File: src/hw/rtl/rer_pkg.sv
// rer_pkg: shared types, constants and the round/saturate function of the
// rotary embedding rotator. No dependencies.
`default_nettype none

package rer_pkg;

    localparam int SampleW    = 16;
    localparam int PosW       = 8;
    localparam int CfgW       = 9;
    localparam int FracBits   = 14;
    localparam int ProdW      = 2 * SampleW;
    localparam int SumW       = ProdW + 1;
    localparam int QueueDepth = 4;

    localparam logic [CfgW-1:0] HeadDimReset = 9'd128;

    typedef logic signed [SampleW-1:0] t_sample;

    localparam t_sample SampleMax = 16'sh7fff;
    localparam t_sample SampleMin = 16'sh8000;

    localparam logic signed [SumW-1:0] RoundHalf = SumW'(1) << (FracBits - 1);

    // one stored element with its angle
    typedef struct packed {
        t_sample x;
        t_sample c;
        t_sample s;
    } t_elem;

    // a complete pair: first-half partner plus second-half element
    typedef struct packed {
        t_elem           lo;
        t_elem           hi;
        logic [PosW-1:0] pos_lo;
        logic [PosW-1:0] pos_hi;
    } t_pair;

    typedef struct packed {
        t_sample val;
        logic    sat;
    } t_res;

    // q.14 to integer, halves toward +inf, then clip to 16 bits
    function automatic t_res round_sat(input logic signed [SumW-1:0] sum);
        logic signed [SumW-1:0]                  q;
        logic [SumW-FracBits-SampleW:0]          top;
        t_res                                    r;
        q   = sum + RoundHalf;
        top = q[SumW-1:FracBits+SampleW-1];
        if ((&top) || !(|top)) begin
            r.val = q[FracBits+SampleW-1:FracBits];
            r.sat = 1'b0;
        end else begin
            r.val = q[SumW-1] ? SampleMin : SampleMax;
            r.sat = 1'b1;
        end
        return r;
    endfunction

endpackage

`default_nettype wire

File: src/hw/rtl/rer_out_if.sv
// rer_out_if: result channel of the rotator, one rotated element per beat.
// Depends on rer_pkg.
`default_nettype none

interface rer_out_if;
    logic                        valid;
    logic                        ready;
    rer_pkg::t_sample            rotated_value;
    logic [rer_pkg::PosW-1:0]    position;
    logic                        saturated;
    logic                        last;

    modport source (output valid, output rotated_value, output position,
                    output saturated, output last, input ready);
    modport sink   (input valid, input rotated_value, input position,
                    input saturated, input last, output ready);
endinterface

`default_nettype wire

File: src/hw/rtl/rer_back.sv
// rer_back: multiplies a pair, rounds and saturates both sums, and sends
// them as two beats. Depends on rer_pkg and rer_out_if.
`default_nettype none

module rer_back (
    input  wire logic           i_clk,
    input  wire logic           i_rst_n,
    input  wire logic           i_pop_valid,
    input  rer_pkg::t_pair      i_pop_data,
    output logic                o_pop_ready,
    rer_out_if.source           o_out
);

    logic signed [rer_pkg::ProdW-1:0]   m_lo_c, m_hi_s, m_hi_c, m_lo_s;
    logic signed [rer_pkg::ProdW-1:0]   r_lo_c, r_hi_s, r_hi_c, r_lo_s;
    logic [rer_pkg::PosW-1:0]           r_p_pos_lo, r_p_pos_hi;
    logic                               r_p_valid;
    logic signed [rer_pkg::SumW-1:0]    sum0, sum1;
    rer_pkg::t_res                      res0, res1;

    rer_pkg::t_res                      r_res0, r_res1;
    logic [rer_pkg::PosW-1:0]           r_pos0, r_pos1;
    logic                               r_valid, r_phase;
    logic                               p_ready, r_free, r_load, out_acc;

    // lo uses its own angle for x[j], hi's angle for the cross term
    assign m_lo_c = i_pop_data.lo.x * i_pop_data.lo.c;
    assign m_hi_s = i_pop_data.hi.x * i_pop_data.lo.s;
    assign m_hi_c = i_pop_data.hi.x * i_pop_data.hi.c;
    assign m_lo_s = i_pop_data.lo.x * i_pop_data.hi.s;

    assign out_acc     = o_out.valid && o_out.ready;
    assign r_free      = !r_valid || (o_out.ready && r_phase);
    assign r_load      = r_p_valid && r_free;
    assign p_ready     = !r_p_valid || r_load;
    assign o_pop_ready = p_ready;

    always_comb begin
        sum0 = rer_pkg::SumW'(r_lo_c) - rer_pkg::SumW'(r_hi_s);
        sum1 = rer_pkg::SumW'(r_hi_c) + rer_pkg::SumW'(r_lo_s);
        res0 = rer_pkg::round_sat(sum0);
        res1 = rer_pkg::round_sat(sum1);
    end

    always_ff @(posedge i_clk) begin
        if (!i_rst_n) begin
            r_p_valid <= 1'b0;
            r_valid   <= 1'b0;
            r_phase   <= 1'b0;
        end else begin
            if (p_ready) begin
                r_p_valid <= i_pop_valid;
            end
            if (r_load) begin
                r_valid <= 1'b1;
                r_phase <= 1'b0;
            end else if (out_acc && r_phase) begin
                r_valid <= 1'b0;
                r_phase <= 1'b0;
            end else if (out_acc) begin
                r_phase <= 1'b1;
            end
        end
    end

    always_ff @(posedge i_clk) begin
        if (i_pop_valid && p_ready) begin
            r_lo_c     <= m_lo_c;
            r_hi_s     <= m_hi_s;
            r_hi_c     <= m_hi_c;
            r_lo_s     <= m_lo_s;
            r_p_pos_lo <= i_pop_data.pos_lo;
            r_p_pos_hi <= i_pop_data.pos_hi;
        end
        if (r_load) begin
            r_res0 <= res0;
            r_res1 <= res1;
            r_pos0 <= r_p_pos_lo;
            r_pos1 <= r_p_pos_hi;
        end
    end

    assign o_out.valid         = r_valid;
    assign o_out.rotated_value = r_phase ? r_res1.val : r_res0.val;
    assign o_out.saturated     = r_phase ? r_res1.sat : r_res0.sat;
    assign o_out.position      = r_phase ? r_pos1 : r_pos0;
    assign o_out.last          = r_phase;

`ifndef SYNTHESIS
    a_phase_held: assert property (@(posedge i_clk) disable iff (!i_rst_n)
        r_phase |-> r_valid)
        else $error("second beat selected with no pair held");
    a_pair_whole: assert property (@(posedge i_clk) disable iff (!i_rst_n)
        (out_acc && !o_out.last) |=> (o_out.valid && o_out.last))
        else $error("pair split on output");
`endif

endmodule

`default_nettype wire

File: src/flat_wrapper.sv
// flat-port wrapper written by rule: the top's interface ports become plain ports
module rer_back_flat 
  (i_clk, i_rst_n, i_pop_valid, i_pop_data, o_pop_ready, o_out_valid, o_out_rotated_value, o_out_position, o_out_saturated, o_out_last, o_out_ready);
  rer_out_if o_out_i ();
  input  wire logic i_clk;
  input  wire logic i_rst_n;
  input  wire logic i_pop_valid;
  input  rer_pkg::t_pair i_pop_data;
  output logic o_pop_ready;
  output wire logic [$bits(o_out_i.valid)-1:0] o_out_valid;
  output wire logic [$bits(o_out_i.rotated_value)-1:0] o_out_rotated_value;
  output wire logic [$bits(o_out_i.position)-1:0] o_out_position;
  output wire logic [$bits(o_out_i.saturated)-1:0] o_out_saturated;
  output wire logic [$bits(o_out_i.last)-1:0] o_out_last;
  input wire logic [$bits(o_out_i.ready)-1:0] o_out_ready;
  assign o_out_valid = o_out_i.valid;
  assign o_out_rotated_value = o_out_i.rotated_value;
  assign o_out_position = o_out_i.position;
  assign o_out_saturated = o_out_i.saturated;
  assign o_out_last = o_out_i.last;
  assign o_out_i.ready = o_out_ready;
  rer_back u_core (.i_clk(i_clk), .i_rst_n(i_rst_n), .i_pop_valid(i_pop_valid), .i_pop_data(i_pop_data), .o_pop_ready(o_pop_ready), .o_out(o_out_i));
endmodule
File: config.mk
export PLATFORM = sky130hd
export DESIGN_NAME = rer_back_flat
export DESIGN_NICKNAME = d
export VERILOG_FILES = /design/src/hw/rtl/rer_pkg.sv /design/src/hw/rtl/rer_out_if.sv /design/src/hw/rtl/rer_back.sv /design/src/flat_wrapper.sv
export SDC_FILE = /design/constraint.sdc
export NUM_CORES = 2
export LEC_CHECK = 0
export BUFFER_PORTS_ARGS = -buffer_cell sky130_fd_sc_hd__buf_2
export CELL_PAD_IN_SITES_DETAIL_PLACEMENT = 1
export CELL_PAD_IN_SITES_GLOBAL_PLACEMENT = 2
export CORE_MARGIN = 5
export CORE_UTILIZATION = 47
export CTS_CLUSTER_DIAMETER = 200
export DETAILED_ROUTE_END_ITERATION = 12
export GPL_TIMING_DRIVEN = 0
export PLACE_DENSITY = 0.95
export SYNTH_ARGS = -nofsm -noshare
export SYNTH_HDL_FRONTEND = slang
export SYNTH_SLANG_ARGS = --single-unit
File: constraint.sdc
create_clock -name i_clk -period 13.06 [get_ports i_clk]
set_input_delay 2.612 -clock i_clk [delete_from_list [all_inputs] [get_ports i_clk]]
set_output_delay 2.612 -clock i_clk [all_outputs]
set_load 0.005 [all_outputs]
==> reports/results.ini <==
[place]
routabilityCongestion = 0.902
port_buffers = 143
dpl.hpwl_mm = 124
placedCellCount = 6510

[sta]
setup_viol = 0
clock.fmax_ghz = 0.101
tightestPinTransition_ns = 1.08
setup-tns-final_ns = 0
slew_viol_final = 0
max_slew_margin_pct = 28.2
hold_viol_final = 0
grt_setup_unrepaired = no
finClkSkew_ns = 0.0133
min_period_ns = 9.93
fin_crit_share_pct = 76.0

[clock_tree]
cts_bufs_inserted = 17
cts_setup_buffers = 0
htree_num_levels = 4
ctsResizeCount = 0
tritoncts_num_sinks = 197
path_clk_slew_ns = 0.09
clock_tree.root_cell = clkbuf_16
cts_tree = done
worstSkewPairLatency_ns = 0.48
cts.hold.buffers_added = 0
clockBufferDepth = 2

[die]
design.die.area_um2 = 110000
die_h_um = 332
std_cell_rows = 118
start_util_pct = 47.2
core_area_um2 = 103000
i_o_pin_count = 144
fp.dieW_um = 332

[logic_synthesis]
post_syn_area_um2 = 48800
post_synth_inst_count = 4984
number_of_register_bits_inferred_by_synthesis = 197
post_synth_num_cell_types = 87
synth_enable_flop_cells = 194
post_synthesis_net_count = 6598
yosys.cell_count.top_type = inv_1
top_cells_by_instance_count_after_synthesis = 1183 x inv_1, 1048 x fa_1, 523 x nand2_1
synth_seq_area_share_pct = 12.1
synth.avg_cell_area_um2 = 9.79
ys_top_cells_by_area = fa_1 43%, edfxtp_1 12%, ha_1 12%
synthDominantAreaCellType = fa_1
ys_dominant_reg_cell = edfxtp_1
async_reset_ff_share_pct = 0
ys.warnings.count = 0
netlist.area_leader.share_pct = 43.0

[critical_path]
timing.critical_path.slowest_cell_delay_ns = 0.96
crit_path_top_delay_cell = fa_1
crit_required_ns = 13.35
timing.critical_path.fanout_max = 10
timing.critical_path.to_type = register
buffers_plus_inverters_on_the_worst_setup_path = 6
crit_chain = buf_2 > clkbuf_1 > nand2_1 > inv_1 > fa_1 > fa_1 > fa_1 > fa_1 > fa_1 > inv_1 > fa_1 > inv_1 > ha_1 > clkbuf_1 > a21o_1 > a21o_1 > a21o_1 > a21oi_1 > nor2b_1 > a31oi_1 > o21ai_1 > o31ai_1 > or4b_1 > o311ai_1
crit_top_cell = fa_1
critical_path.startpoint_type = input pin
timing.critical_path.max_delay_family = adder cells
path_class = in2reg
worst-endpoint-arrival_ns = 10.22

[cells_and_area]
finalCoreUtilization_pct = 50.3
fin_nets = 6763
drive_above_1_share_pct = 4.57
areaGrowthSynthToFinish_pct = 6.61
finish.cell_count_without_fillers = 6560
num-fill-cells = 11798

[grt]
first_global_vias = 40533
grt_antenna_before_repair = 23
maximum_number_of_pins_on_one_net_before_global_route_repair = 69
overflow_left_after_global_routing = 0
globalRouteTotalUtil_pct = 27.3
grt_pass1_wl_mm = 232

[detailed_routing]
detailroute.wirelength.met2_mm = 71.4
route.final.wire_length_mm = 148
dr.max_layer_used = met5
detail_route.vias_per_cell = 5.45
route.met3.wl_mm = 10.3
detail_route.drc_violations = 0
via_count = 35722
drt_pass1_iterations = 6
detail-route-antenna-nets = 0
wl_met1_mm = 61.4
avgRoutedWirePerCell_um = 22.5
detailedRoute.firstIterationViolations = 2628

[flow_run]
number_of_maximum_capacitance_constraint_violations = 0

[outcome]
result_of_the_run = finished, final reports clean

[hold_path]
hold_wc_path_type = reg2reg

## worst register-to-register path, stage by stage (launching register included)
cell,delay (ns)
edfxtp_1,0.36
inv_1,0.11
ha_1,0.25
ha_1,0.36
a211oi_2,0.43
o2111ai_1,0.24
or2_1,0.29
nor3_2,0.51
nor2_1,0.28
o211a_1,0.34
or4_4,0.48
a22oi_4,0.42
buf_4,0.27
a21oi_1,0.11
## logic make-up (layout without fill, tap and decap cells)
| logic type | Yosys count | count (layout) | synth area share, % |
|---|---|---|---|
| fa+ha+maj | 1498 | 1498 | 54.5 |
| buf+inv | 1352 | 1530 | 10.4 |
| simple gates | 1316 | 1316 | 13.5 |
| compound gates | 432 | 432 | 5.99 |
| flops | 197 | 197 | 12.1 |
| xor+xnor | 163 | 163 | 2.93 |
| mux | 26 | 26 | 0.597 |
| other cells | 0 | 18 | 0 |
## registers in the layout, summed over array words and instances, names as in the netlist
register and flops:
u_core.r_lo_s 32, u_core.r_res1 17, u_core.r_p_pos_hi 8, u_core.r_lo_c 32
u_core.r_hi_s 32, u_core.r_hi_c 32, u_core.r_p_pos_lo 8, u_core.o_out.valid 1
u_core.o_out.last 1, u_core.r_pos0 8, u_core.r_pos1 8, u_core.r_res0 17
u_core.r_p_valid 1
## cells in the final DEF (no fill, tap or decap), types with 17 or more instances in the layout
cell       Yosys  layout
nor2_1       136     136
nor3_1        24      24
buf_2          1     144
diode_2        0      18
xor2_1        42      42
nand3_1       29      29
clkbuf_1     163     163
o21ai_0       52      52
o21ai_1       19      19
nand2_1      523     523
clkbuf_16      0      17
nor2b_1       18      17
ha_1         450     450
a21o_1        78      78
nand2b_1      27      27
fa_1        1048    1048
and2_1       503     502
mux2_2        25      25
o21a_1        20      20
edfxtp_1     194     194
xnor2_1      121     121
inv_1       1183    1183
a21oi_1      128     128
## metal layers
layer / up-vias / track usage, %
li1: 15421 / -
met1: 18928 / 37.4
met2: 1164 / 45.5
met3: 205 / 4.08
met4: 4 / 7.97
met5: - / 0
## cell type report
cell class	count	area, µm²	share of cell area (%)
inverters	1183	4440	8.53
diodes	18	45.0	0.0866
clock buffers	17	425	0.818
plain buffers	169	651	1.25
flip-flops and latches	197	5890	11.3
repair buffers	146	791	1.52
well taps	1380	1730	3.32
clock inverters	15	226	0.435
multi-input cells	3435	37800	72.7
## worst paths after layout
| path | slack [ns] | from | depth (start not counted) | to |
|---|---|---|---|---|
| max | 3.13 | i_pop_data[63] | 24 | u_core.r_hi_c[30]$_DFFE_PP_ |
| min | 0.42 | u_core.r_p_pos_hi[6]$_DFFE_PP_ | 0 | u_core.r_pos1[6]$_DFFE_PP_ |
| max reg2reg | 8.30 | u_core.r_hi_s[15]$_DFFE_PP_ | 13 | u_core.r_res0[1]$_DFFE_PP_ |
| min reg2reg | 0.42 | u_core.r_p_pos_hi[6]$_DFFE_PP_ | 0 | u_core.r_pos1[6]$_DFFE_PP_ |
## per-stage QoR
| step | area (µm²) | setup slack, ns | hold WS [ns] |
|---|---|---|---|
| after floorplan | 48800 | 4.25 | 0.400 |
| final | 52000 | 3.13 | 0.424 |
| after CTS | 52000 | 3.20 | 0.427 |
| after global routing | 52000 | 2.74 | 0.432 |
| after detailed placement | 51300 | 2.71 | 0.405 |
| after global placement | 51200 | 2.92 | 0.401 |
Power is left out: the tool's default activity adds up to more than one toggle a clock period on the data nets, which glitch-free logic cannot reach.
