<file path="config.mk">
export PLATFORM = sky130hd
export DESIGN_NAME = rer_queue
export DESIGN_NICKNAME = d
export VERILOG_FILES = /design/src/hw/rtl/rer_pkg.sv /design/src/hw/rtl/rer_queue.sv
export SDC_FILE = /design/constraint.sdc
export NUM_CORES = 1
export LEC_CHECK = 0
export BUFFER_PORTS_ARGS = -buffer_cell sky130_fd_sc_hd__clkbuf_2
export CORE_ASPECT_RATIO = 0.6
export CORE_MARGIN = 4
export CORE_UTILIZATION = 25
export CTS_BUF_LIST = sky130_fd_sc_hd__clkbuf_16
export DETAILED_ROUTE_END_ITERATION = 10
export SETUP_SLACK_MARGIN = 0.3
export SLEW_MARGIN = 30
export SYNTH_ARGS = -nofsm -noshare
export SYNTH_HDL_FRONTEND = slang
export SYNTH_SLANG_ARGS = --single-unit
export TNS_END_PERCENT = 10
</file>
<file path="constraint.sdc">
create_clock -name i_clk -period 5.2 [get_ports i_clk]
set_input_delay 0.78 -clock i_clk [delete_from_list [all_inputs] [get_ports i_clk]]
set_output_delay 0.78 -clock i_clk [all_outputs]
set_load 0.005 [all_outputs]
</file>
<file path="src/hw/rtl/rer_pkg.sv">
// rer_pkg: shared types, constants and the round/saturate function of the
// rotary embedding rotator. No dependencies.
`default_nettype none

package rer_pkg;

    localparam int SampleW    = 16;
    localparam int PosW       = 8;
    localparam int CfgW       = 9;
    localparam int FracBits   = 14;
    localparam int ProdW      = 2 * SampleW;
    localparam int SumW       = ProdW + 1;
    localparam int QueueDepth = 4;

    localparam logic [CfgW-1:0] HeadDimReset = 9'd128;

    typedef logic signed [SampleW-1:0] t_sample;

    localparam t_sample SampleMax = 16'sh7fff;
    localparam t_sample SampleMin = 16'sh8000;

    localparam logic signed [SumW-1:0] RoundHalf = SumW'(1) << (FracBits - 1);

    // one stored element with its angle
    typedef struct packed {
        t_sample x;
        t_sample c;
        t_sample s;
    } t_elem;

    // a complete pair: first-half partner plus second-half element
    typedef struct packed {
        t_elem           lo;
        t_elem           hi;
        logic [PosW-1:0] pos_lo;
        logic [PosW-1:0] pos_hi;
    } t_pair;

    typedef struct packed {
        t_sample val;
        logic    sat;
    } t_res;

    // q.14 to integer, halves toward +inf, then clip to 16 bits
    function automatic t_res round_sat(input logic signed [SumW-1:0] sum);
        logic signed [SumW-1:0]                  q;
        logic [SumW-FracBits-SampleW:0]          top;
        t_res                                    r;
        q   = sum + RoundHalf;
        top = q[SumW-1:FracBits+SampleW-1];
        if ((&top) || !(|top)) begin
            r.val = q[FracBits+SampleW-1:FracBits];
            r.sat = 1'b0;
        end else begin
            r.val = q[SumW-1] ? SampleMin : SampleMax;
            r.sat = 1'b1;
        end
        return r;
    endfunction

endpackage

`default_nettype wire

</file>
<file path="src/hw/rtl/rer_queue.sv">
// rer_queue: short pair queue between the front and the arithmetic back end.
// Depends on rer_pkg.
`default_nettype none

module rer_queue (
    input  wire logic           i_clk,
    input  wire logic           i_rst_n,
    input  wire logic           i_push_valid,
    input  rer_pkg::t_pair      i_push_data,
    output logic                o_push_ready,
    output logic                o_pop_valid,
    output rer_pkg::t_pair      o_pop_data,
    input  wire logic           i_pop_ready
);

    localparam int PtrW = $clog2(rer_pkg::QueueDepth);
    localparam int CntW = $clog2(rer_pkg::QueueDepth + 1);

    rer_pkg::t_pair     r_mem [rer_pkg::QueueDepth];
    logic [PtrW-1:0]    r_wp, r_rp;
    logic [CntW-1:0]    r_cnt;
    logic               push, pop;

    assign o_push_ready = r_cnt != CntW'(rer_pkg::QueueDepth);
    assign o_pop_valid  = r_cnt != '0;
    assign o_pop_data   = r_mem[r_rp];
    assign push         = i_push_valid && o_push_ready;
    assign pop          = o_pop_valid && i_pop_ready;

    function automatic logic [PtrW-1:0] ptr_next(input logic [PtrW-1:0] p);
        return (p == PtrW'(rer_pkg::QueueDepth - 1)) ? '0 : p + PtrW'(1);
    endfunction

    always_ff @(posedge i_clk) begin
        if (!i_rst_n) begin
            r_wp  <= '0;
            r_rp  <= '0;
            r_cnt <= '0;
        end else begin
            if (push) begin
                r_wp <= ptr_next(r_wp);
            end
            if (pop) begin
                r_rp <= ptr_next(r_rp);
            end
            if (push && !pop) begin
                r_cnt <= r_cnt + CntW'(1);
            end else if (pop && !push) begin
                r_cnt <= r_cnt - CntW'(1);
            end
        end
    end

    always_ff @(posedge i_clk) begin
        if (push) begin
            r_mem[r_wp] <= i_push_data;
        end
    end

`ifndef SYNTHESIS
    a_cnt_bound: assert property (@(posedge i_clk) disable iff (!i_rst_n)
        r_cnt <= CntW'(rer_pkg::QueueDepth))
        else $error("pair queue overfilled");
    a_push_kept: assert property (@(posedge i_clk) disable iff (!i_rst_n)
        push |=> (r_cnt != '0))
        else $error("pushed pair lost");
`endif

endmodule

`default_nettype wire

</file>
==> metrics.csv, run 1 <==
stage,metric,value,unit
critical_path,startpoint types,flop,
synthesis,area share of the largest cell type after synthesis,80.8,%
critical_path,crit-path max cell delay,740,ps
timing,Final Hold Fails,0,
flow_run,max_cap viols,0,
timing,final worst slack,1900,ps
grt,initial antenna violation count,2,
routing,Antenna Nets Post-Route,0,
synthesis,Post-synth EDFFs,448,
timing,final max-slew violation count,0,
critical_path,Worst Setup End Kind,primary output,
synthesis,synth warn,0,
synthesis,syn avg cell area,26.2,um2
routing,DR vias/cell,4.09,
timing,RSZ-0062 raised after global routing,false,
layout,share of cells above drive strength 1,45.6,%
clock_network,Sink Count,457,
floorplanning,Initial Util,25.6,%
clock_network,clk_lat worst skew,570,ps
synthesis,sequential-to-total area share from yosys stat,81.9,%
timing,worst slew pin tran,837,ps
layout,utilization after layout,31.3,%
floorplanning,Core Box Area,65100,um2
timing,Fmax,0.303,GHz
routing,total number of vias,7426,
min_path,Hold Path Class,primary input to flop,
timing,clock skew,20.4,ps
timing,Final setup violation count,0,
synthesis,Seq cells post-synth,457,
place,hpwl dp,19600,um
grt,vias in the first global route,8214,
place,Post-Place Cells,1733,
synthesis,top_reg_cell synth,edfxtp_1,
layout,# diodes,0,
floorplanning,die area,70900,um2
routing,Detailed Routing Iterations Pass 1,4,
timing,crit path time final,3300,ps
layout,# nets final,1014,
grt,total grt overflow,0,
clock_network,Clock transition at path regs,70,ps
power_and_ir_drop,Power Density,477,nW/um2
place,PortBufs,229,
layout,Sequential Area,13600,um2
critical_path,Worst EP arrival,2520,ps
synthesis,Synth Instances,636,
floorplanning,Die W,341,um
critical_path,CP required,4420,ps
routing,Routed WL,33900,um
synthesis,Netlist cell types,29,
floorplanning,Die Ht,208,um
timing,Sum Neg Setup Slack,0,ps
clock_network,buffer count from post-CTS setup fixing,0,
clock_network,CTS Buffer Depth,3,
grt,first-pass GRT wire length,51300,um
grt,largest net degree at the start of global routing,67,
layout,multi-input combinational cell area,2820,um2
clock_network,PostCTS Resize Cnt,0,
power_and_ir_drop,leakage,6.67,nW
clock_network,hold-fix buffer count after cts,0,
grt,gr usage total,9.48,%
synthesis,"area leader, netlist",edfxtp_1,
outcome,outcome,completed,
synthesis,most common cell in the synthesized netlist,edfxtp_1,
critical_path,Top Family by Delay on Critical Path,flip-flops,
synthesis,Synth Cell Area,16700,um2
critical_path,buffers plus inverters on the worst setup path,2,
layout,Finished Layout Cells,1814,
clock_network,CTS root buffer,clkbuf_16,
synthesis,commonest cells in the netlist,"448 x edfxtp_1, 112 x mux4_2, 10 x buf_6, 9 x dfxtp_1, 8 x buf_2",
critical_path,R2R setup slack,2770,ps
routing,drc violations,0,
timing,hold_ws,424,ps
critical_path,WS Path Type,flop to primary output,
clock_network,CTS Buf Count,44,
clock_network,H-tree Lvls,2,
timing,slew margin rel.,44.2,%
place,pre-CTS WS,2400,ps
place,global placement routability congestion,0.676,
routing,First DRT Iteration DRCs,477,
synthesis,ranking of synthesized cells by area,"edfxtp_1 81%, mux4_2 15%, dfxtp_1 1.1%",
timing,Final Cycle Share,63.5,%
synthesis,syn nets,759,
routing,WL/cell,18.7,um
critical_path,Critical-path top delay cell,dfxtp_4,
power_and_ir_drop,peak supply drop,0.000248,V
critical_path,critical-path cell list,buf_12 > mux4_2 > clkbuf_2,
layout,Area Overhead vs Synth,22.3,%
clock_network,TritonCTS clock tree,built,
floorplanning,boundary pin count,230,
critical_path,worst-path fanout max,45,
floorplanning,FP Rows,72,
layout,FILL cells,6247,
synthesis,asr flop ratio synth,0,%
[layer usage]
layer | vias to the layer above | GRT usage (%) | share of wire (%)
li1 | 3256 | - | -
met3 | 53 | 4.04 | 8.8
met1 | 3908 | 11.4 | 40
met2 | 205 | 15.6 | 49
met5 | - | 0 | 0.065
met4 | 4 | 2.71 | 2.2
[cells in the final DEF, fill, tap and decap left out]
cell type	count
nand4_1	1
clkbuf_2	229
inv_1	10
clkinv_4	1
o21ai_1	1
clkinvlp_4	2
dfxtp_4	2
and3_4	4
nor2b_1	1
xor2_1	1
clkinv_2	6
or3b_1	1
nand2_1	5
bufinv_16	7
o21ai_0	3
mux4_2	112
clkinv_1	9
xnor2_1	1
buf_12	7
inv_6	4
ha_1	6
nand3_1	2
nor2_1	2
edfxtp_1	448
clkbuf_16	45
and2_4	1
mux2i_1	2
and2_1	1
o31ai_1	1
or3_2	2
dfxtp_1	7
fa_1	1
a21boi_0	1
[logic make-up after synthesis]
logic type                 after synthesis  share of synthesized area (%)
DFF                                    457                           81.9
muxes                                  114                           15.3
buffers and inverters                   30                           1.26
and+or+nand+nor                         20                          0.706
adders and majority gates                7                          0.571
AOI/OAI and AO/OA                        6                          0.210
xor gates and xnor gates                 2                          0.105
[metrics by stage]
stage | total power [mW] | cell area, um2
finish | 9.70 | 20400
global placement | 6.55 | 18900
global route | 10.2 | 20400
CTS | 9.93 | 20400
detailed placement | 6.59 | 18900
floorplan | 5.79 | 16700
[area by class of cell]
cell class | instances | area share, %
clock buffer | 45 | 5.53
clock inverter | 36 | 1.76
tap | 888 | 5.46
timing repair buffer | 236 | 6.32
inverter | 3 | 0.0553
multi-input combinational | 149 | 13.9
sequential | 457 | 67.0
[where the power goes]
part           leakage [nW]  switching (mW)  internal (mW)
logic                  1.74           0.888          0.908
clock network         0.751            1.35           1.93
registers              4.18           0.163           4.46
total                  6.67            2.40           7.30
[flip-flops by register name, indices dropped and copies added, names as in the netlist, named ones only]
register,cells
r_cnt,3
r_mem,448
r_rp,2
r_wp,2
[final timing paths]
| check | from | depth (start not counted) | endpoint |
|---|---|---|---|
| worst max register to register | r_cnt[0] | 7 | r_cnt[2] |
| worst max-delay path | flop | 3 | o_pop_data[10] |
| worst min-delay path | i_push_data[21] | 1 | r_mem[2][21] |
| worst min register to register | r_wp[1] | 2 | r_wp[1] |
No activity file was read; power rests on OpenSTA's default activity.
==> inputs of run 2 (changes only) <==
clock period = 3.21 ns   (was 5.2 ns; I/O delays follow)
==> run 2 against run 1 <==
- utilization rose by 0.12 points
- combinational power rose by 72%
- highest routed layer unchanged
- sequential power rose by 59%
- first-iteration DRC count decreased by 25%
- largest cell class unchanged
- sequential cell count unchanged
- routed wire length barely moved
- sequential share of layout area decreased by 0.25 points
- worst setup slack worse by 1300 ps
- cell count rose by 0.33%
- non-clock buffer count rose by 6
- critical endpoint is now o_pop_data[66]
==> metrics.csv, run 2 (same netlist as run 1, synthesis figures left out) <==
stage,metric,value,unit,change
power_and_ir_drop,leakage,6.69,nW,+0.35%
critical_path,Critical-path top delay cell,mux4_2,,
routing,Antenna Nets Post-Route,0,,unchanged
floorplanning,Die Ht,208,um,unchanged
layout,top flop regs,"r_mem x448, r_cnt x3",,
layout,Top reg by flops,r_mem,,
place,pre-CTS WS,744,ps,-1660 ps
critical_path,buffers plus inverters on the worst setup path,2,,unchanged
routing,DR vias/cell,4.09,,about the same
critical_path,worst-path fanout max,44,,-2.2%
place,global placement routability congestion,0.685,,+1.3%
layout,"most common cell after layout, fill and taps aside",edfxtp_1,,
floorplanning,Initial Util,25.6,%,unchanged
timing,Final Cycle Share,80.4,%,
timing,Fmax,0.387,GHz,
critical_path,CP required,2730,ps,-1690 ps
floorplanning,Die W,341,um,unchanged
clock_network,hold-fix buffer count after cts,0,,unchanged
critical_path,Top Family by Delay on Critical Path,multiplexers,,
clock_network,CTS root buffer,clkbuf_16,,
clock_network,TritonCTS clock tree,built,,
place,Post-Place Cells,1739,,+0.35%
timing,Final setup violation count,0,,unchanged
layout,Area Overhead vs Synth,22.7,%,
floorplanning,die area,70900,um2,unchanged
outcome,outcome,completed,,
grt,vias in the first global route,8173,,-0.50%
layout,share of cells above drive strength 1,46.6,%,+0.99 points
routing,drc violations,0,,unchanged
layout,max FFs per register,448,,unchanged
clock_network,CTS Buffer Depth,3,,unchanged
layout,Finished Layout Cells,1820,,+0.33%
layout,# nets final,1020,,+0.59%
routing,WL/cell,18.6,um,-0.34%
clock_network,clk_lat worst skew,570,ps,about the same
clock_network,Sink Count,457,,unchanged
clock_network,H-tree Lvls,2,,unchanged
clock_network,CTS Buf Count,44,,unchanged
timing,slew margin rel.,57.1,%,+13 points
grt,largest net degree at the start of global routing,73,,+9.0%
critical_path,Worst Setup End Kind,primary output,,
layout,# diodes,0,,unchanged
clock_network,PostCTS Resize Cnt,0,,unchanged
timing,final worst slack,628,ps,-1270 ps
power_and_ir_drop,Power Density,768,nW/um2,+61%
timing,RSZ-0062 raised after global routing,false,,
critical_path,WS Path Type,flop to primary output,,
layout,utilization after layout,31.4,%,+0.12 points
critical_path,critical-path cell list,buf_12 > mux4_2 > clkbuf_2,,
routing,Detailed Routing Iterations Pass 1,4,,unchanged
grt,total grt overflow,0,,unchanged
routing,Routed WL,33900,um,about the same
timing,crit path time final,2580,ps,
timing,worst slew pin tran,643,ps,-194 ps
timing,Final Hold Fails,0,,unchanged
grt,gr usage total,9.48,%,about the same
critical_path,startpoint types,flop,,
clock_network,buffer count from post-CTS setup fixing,0,,unchanged
floorplanning,boundary pin count,230,,unchanged
layout,most frequent cells in the layout,"448 x edfxtp_1, 229 x clkbuf_2, 112 x mux4_2",,
clock_network,Clock transition at path regs,70,ps,about the same
critical_path,crit-path max cell delay,600,ps,-140 ps
timing,Sum Neg Setup Slack,0,ps,unchanged
timing,hold_ws,127,ps,-297 ps
place,hpwl dp,19700,um,+0.88%
grt,initial antenna violation count,3,,+1
floorplanning,Core Box Area,65100,um2,unchanged
flow_run,max_cap viols,0,,unchanged
layout,FILL cells,6242,,-0.080%
routing,total number of vias,7446,,+0.27%
grt,first-pass GRT wire length,51000,um,-0.48%
layout,multi-input combinational cell area,2820,um2,unchanged
layout,Sequential Area,13600,um2,unchanged
min_path,Hold Path Class,primary input to flop,,
timing,final max-slew violation count,0,,unchanged
critical_path,Worst EP arrival,2100,ps,-420 ps
place,PortBufs,229,,unchanged
routing,First DRT Iteration DRCs,358,,-25%
timing,clock skew,11.6,ps,-8.82 ps
floorplanning,FP Rows,72,,unchanged
power_and_ir_drop,peak supply drop,0.000391,V,+58%
[run 2: worst paths after layout]
check             startpoint        endpoint  slack (ps)  depth (start not counted)
max                     flop  o_pop_data[66]         630                          3
min          i_push_data[65]    r_mem[0][65]         130                          1
max reg2reg         r_cnt[1]        r_cnt[2]         740                          7
min reg2reg          r_wp[1]         r_wp[1]         510                          2
[run 2: routing by layer]
layer	vias to the layer above	wire, um	global-route usage [%]
li1	3273	-	-
met4	4	534	2.53
met5	-	28	0
met3	38	2820	3.86
met1	3957	13800	11.3
met2	174	16700	16.0
[run 2: stage by stage]
step,power [mW],cell area [um2]
finish,15.7,20400
global route,16.5,20400
CTS,16.0,20400
detailed placement,10.7,19000
global placement,10.7,19000
floorplan,9.38,16700
[run 2: layout make-up]
type                    count  area share, %
clock buffers              45           5.51
clock inverters            36           1.61
inverters                   3         0.0551
multi-input cells         149           13.8
flip-flops and latches    457           66.8
well taps                 888           5.44
repair buffers            242           6.82
[run 2: worst reg2reg max path: cells and delay by family, from the launching register on]
| kind | cells | cell delay, ps |
|---|---|---|
| AOI/OAI and AO/OA | 2 | 720 |
| adders and majority gates | 2 | 670 |
| and+or+nand+nor | 1 | 410 |
| DFF | 1 | 360 |
| xor gates and xnor gates | 1 | 160 |
| buffers and inverters | 1 | 70 |
[run 2: power breakdown]
part	internal, mW	leakage, nW	switching [mW]
clock network	2.98	0.727	2.23
logic	1.52	1.78	1.58
registers	7.23	4.18	0.148
==> inputs of run 3 (changes only) <==
clock period = 2.2 ns   (was 3.21 ns; I/O delays follow)
==> run 3 against run 2 <==
- the flow now finishes with violations (setup timing)
- clock skew up 1.5 ps
- first-iteration DRC count up 37%
- clock-buffer cell count unchanged
- combinational power up 83%
- total power up 50%
- global-route usage up 0.71 points
==> metrics.csv, run 3 (same netlist as run 1, synthesis figures left out) <==
stage,metric,value,unit,change
layout,utilization after layout,33.9,%,+2.6 points
critical_path,Worst EP arrival,2050,ps,-50 ps
critical_path,Critical-path top delay cell,mux4_2,,
layout,Area Overhead vs Synth,32.8,%,
layout,"most common cell after layout, fill and taps aside",edfxtp_1,,
routing,drc violations,0,,unchanged
layout,most frequent cells in the layout,"448 x edfxtp_1, 227 x clkbuf_2, 112 x mux4_2, 112 x dlygate4sd3_1, 49 x clkbuf_16",,
grt,initial antenna violation count,2,,-1
place,hpwl dp,20800,um,+5.5%
floorplanning,Initial Util,25.6,%,unchanged
layout,share of cells above drive strength 1,43.3,%,-3.3 points
critical_path,WS Path Type,flop to primary output,,
layout,Top reg by flops,r_mem,,
clock_network,CTS Buffer Depth,3,,unchanged
timing,Final Hold Fails,0,,unchanged
floorplanning,Die Ht,208,um,unchanged
layout,multi-input combinational cell area,2870,um2,+1.6%
timing,final worst slack,-177,ps,-805 ps
timing,slew margin rel.,70.5,%,+13 points
timing,worst slew pin tran,443,ps,-200 ps
timing,RSZ-0062 raised after global routing,true,,
grt,largest net degree at the start of global routing,42,,-42%
layout,Sequential Area,13700,um2,about the same
floorplanning,Core Box Area,65100,um2,unchanged
floorplanning,boundary pin count,230,,unchanged
clock_network,Sink Count,457,,unchanged
clock_network,CTS root buffer,clkbuf_16,,
routing,met3 routed WL,2360,um,-16%
grt,total grt overflow,0,,unchanged
min_path,hold wc startpoint,i_push_valid,,
grt,first-pass GRT wire length,54900,um,+7.5%
critical_path,buffers plus inverters on the worst setup path,4,,+2
critical_path,crit-path max cell delay,510,ps,-90 ps
clock_network,clk_lat worst skew,560,ps,about the same
timing,clock skew,13.2,ps,+1.52 ps
timing,crit path time final,2380,ps,
floorplanning,die area,70900,um2,unchanged
critical_path,CP required,1870,ps,-860 ps
outcome,failing checks,setup timing,,
routing,WL/cell,18.8,um,+1.1%
routing,Routed WL,36900,um,+9.0%
outcome,outcome,"complete, but fails checks",,
clock_network,TritonCTS clock tree,built,,
layout,Finished Layout Cells,1963,,+7.9%
floorplanning,FP Rows,72,,unchanged
floorplanning,Die W,341,um,unchanged
grt,vias in the first global route,8781,,+7.4%
layout,FILL cells,6106,,-2.2%
flow_run,max_cap viols,0,,unchanged
power_and_ir_drop,Power Density,1070,nW/um2,+39%
power_and_ir_drop,Tot Pwr,23.6,mW,+50%
routing,Antenna Nets Post-Route,0,,unchanged
routing,Max Used Layer,met5,,
layout,# nets final,1163,,+14%
routing,First DRT Iteration DRCs,492,,+37%
critical_path,Top Family by Delay on Critical Path,buffers and inverters,,
timing,final max-slew violation count,0,,unchanged
timing,Final Cycle Share,108,%,
clock_network,H-tree Lvls,2,,unchanged
clock_network,CTS Buf Count,43,,-2.3%
power_and_ir_drop,leakage,7.40,nW,+11%
routing,total number of vias,7990,,+7.3%
layout,top flop regs,"r_mem x448, r_cnt x3",,
routing,met2 WL post-DR,17500,um,+4.7%
critical_path,Worst Setup End Kind,primary output,,
power_and_ir_drop,peak supply drop,0.000559,V,+43%
timing,hold_ws,81.2,ps,-45.8 ps
critical_path,RR Startpoint,r_cnt[2],,
routing,M1 WL,16400,um,+19%
routing,Detailed Routing Iterations Pass 1,4,,unchanged
critical_path,critical-path cell list,buf_6 > buf_12 > clkbuf_16 > mux4_2 > clkbuf_2,,
critical_path,worst-path fanout max,8,,-82%
place,Post-Place Cells,1753,,+0.81%
timing,Final setup violation count,112,,+112
place,pre-CTS WS,196,ps,-548 ps
timing,Fmax,0.421,GHz,
grt,gr usage total,10.2,%,+0.71 points
layout,max FFs per register,448,,unchanged
min_path,Hold Path Class,primary input to flop,,
place,global placement routability congestion,0.685,,about the same
clock_network,Clock transition at path regs,60,ps,about the same
routing,DR vias/cell,4.07,,-0.51%
place,PortBufs,229,,unchanged
critical_path,startpoint types,flop,,
## run 3: cell types whose count changed in the layout (fill, tap and decap cells not counted), sizes merged
cell,before,now
clkbuf,274,276
bufinv,5,2
dlygate4sd3,0,112
clkinv,17,20
diode,0,1
buf,13,43
clkinvlp,4,2
## run 3: cell type report
| cell class | instances | area share, % |
|---|---|---|
| inverters | 3 | 0.0509 |
| repair buffers | 386 | 14.1 |
| clock buffers | 45 | 5.09 |
| multi-input cells | 149 | 13.0 |
| well taps | 888 | 5.03 |
| diodes | 1 | 0.0113 |
| flip-flops and latches | 457 | 61.7 |
| clock inverters | 34 | 1.00 |
## run 3: final timing paths
check | cells past startpoint | end | slack (ps)
min reg2reg | 2 | r_wp[1] | 500
max | 5 | o_pop_data[81] | -180
min | 3 | r_wp[0] | 80
max reg2reg | 8 | r_cnt[2] | 150
## run 3: metrics by stage
stage | TNS (ps) | area, um2
floorplan | 0 | 16700
global placement | 0 | 19200
detailed placement | 0 | 19200
CTS | -20960 | 22000
global route | -24600 | 22100
finish | -11330 | 22100
## run 3: report_power, final
part           switching, mW  internal (mW)  total [mW]
logic                   2.63           3.04        5.67
registers              0.237           10.6        10.8
clock network           3.18           3.96        7.13
## run 3: what timing repair did
item / CTS / global route
buffers inserted: 7 / 0
pin swaps: 7 / 5
hold buffers: 112 / 0
endpoints found under the setup margin: 114 / 153
gates cloned: 7 / 4
resized for setup: 16 / 7
endpoints found under the hold margin: 448 / 0
## run 3: routing by layer
layer	GRT usage, %	vias up
li1	-	3572
met1	13.5	4160
met2	16.4	203
met3	3.12	53
met4	2.61	2
met5	0	-
## run 3: worst register-to-register path, cell delays in order, from the launching register on
cell      delay (ps)
dfxtp_4          360
or3b_4           240
and2_4           160
ha_4             150
inv_2             40
fa_2             350
xor2_2           180
or3_4            370
a21boi_1         110
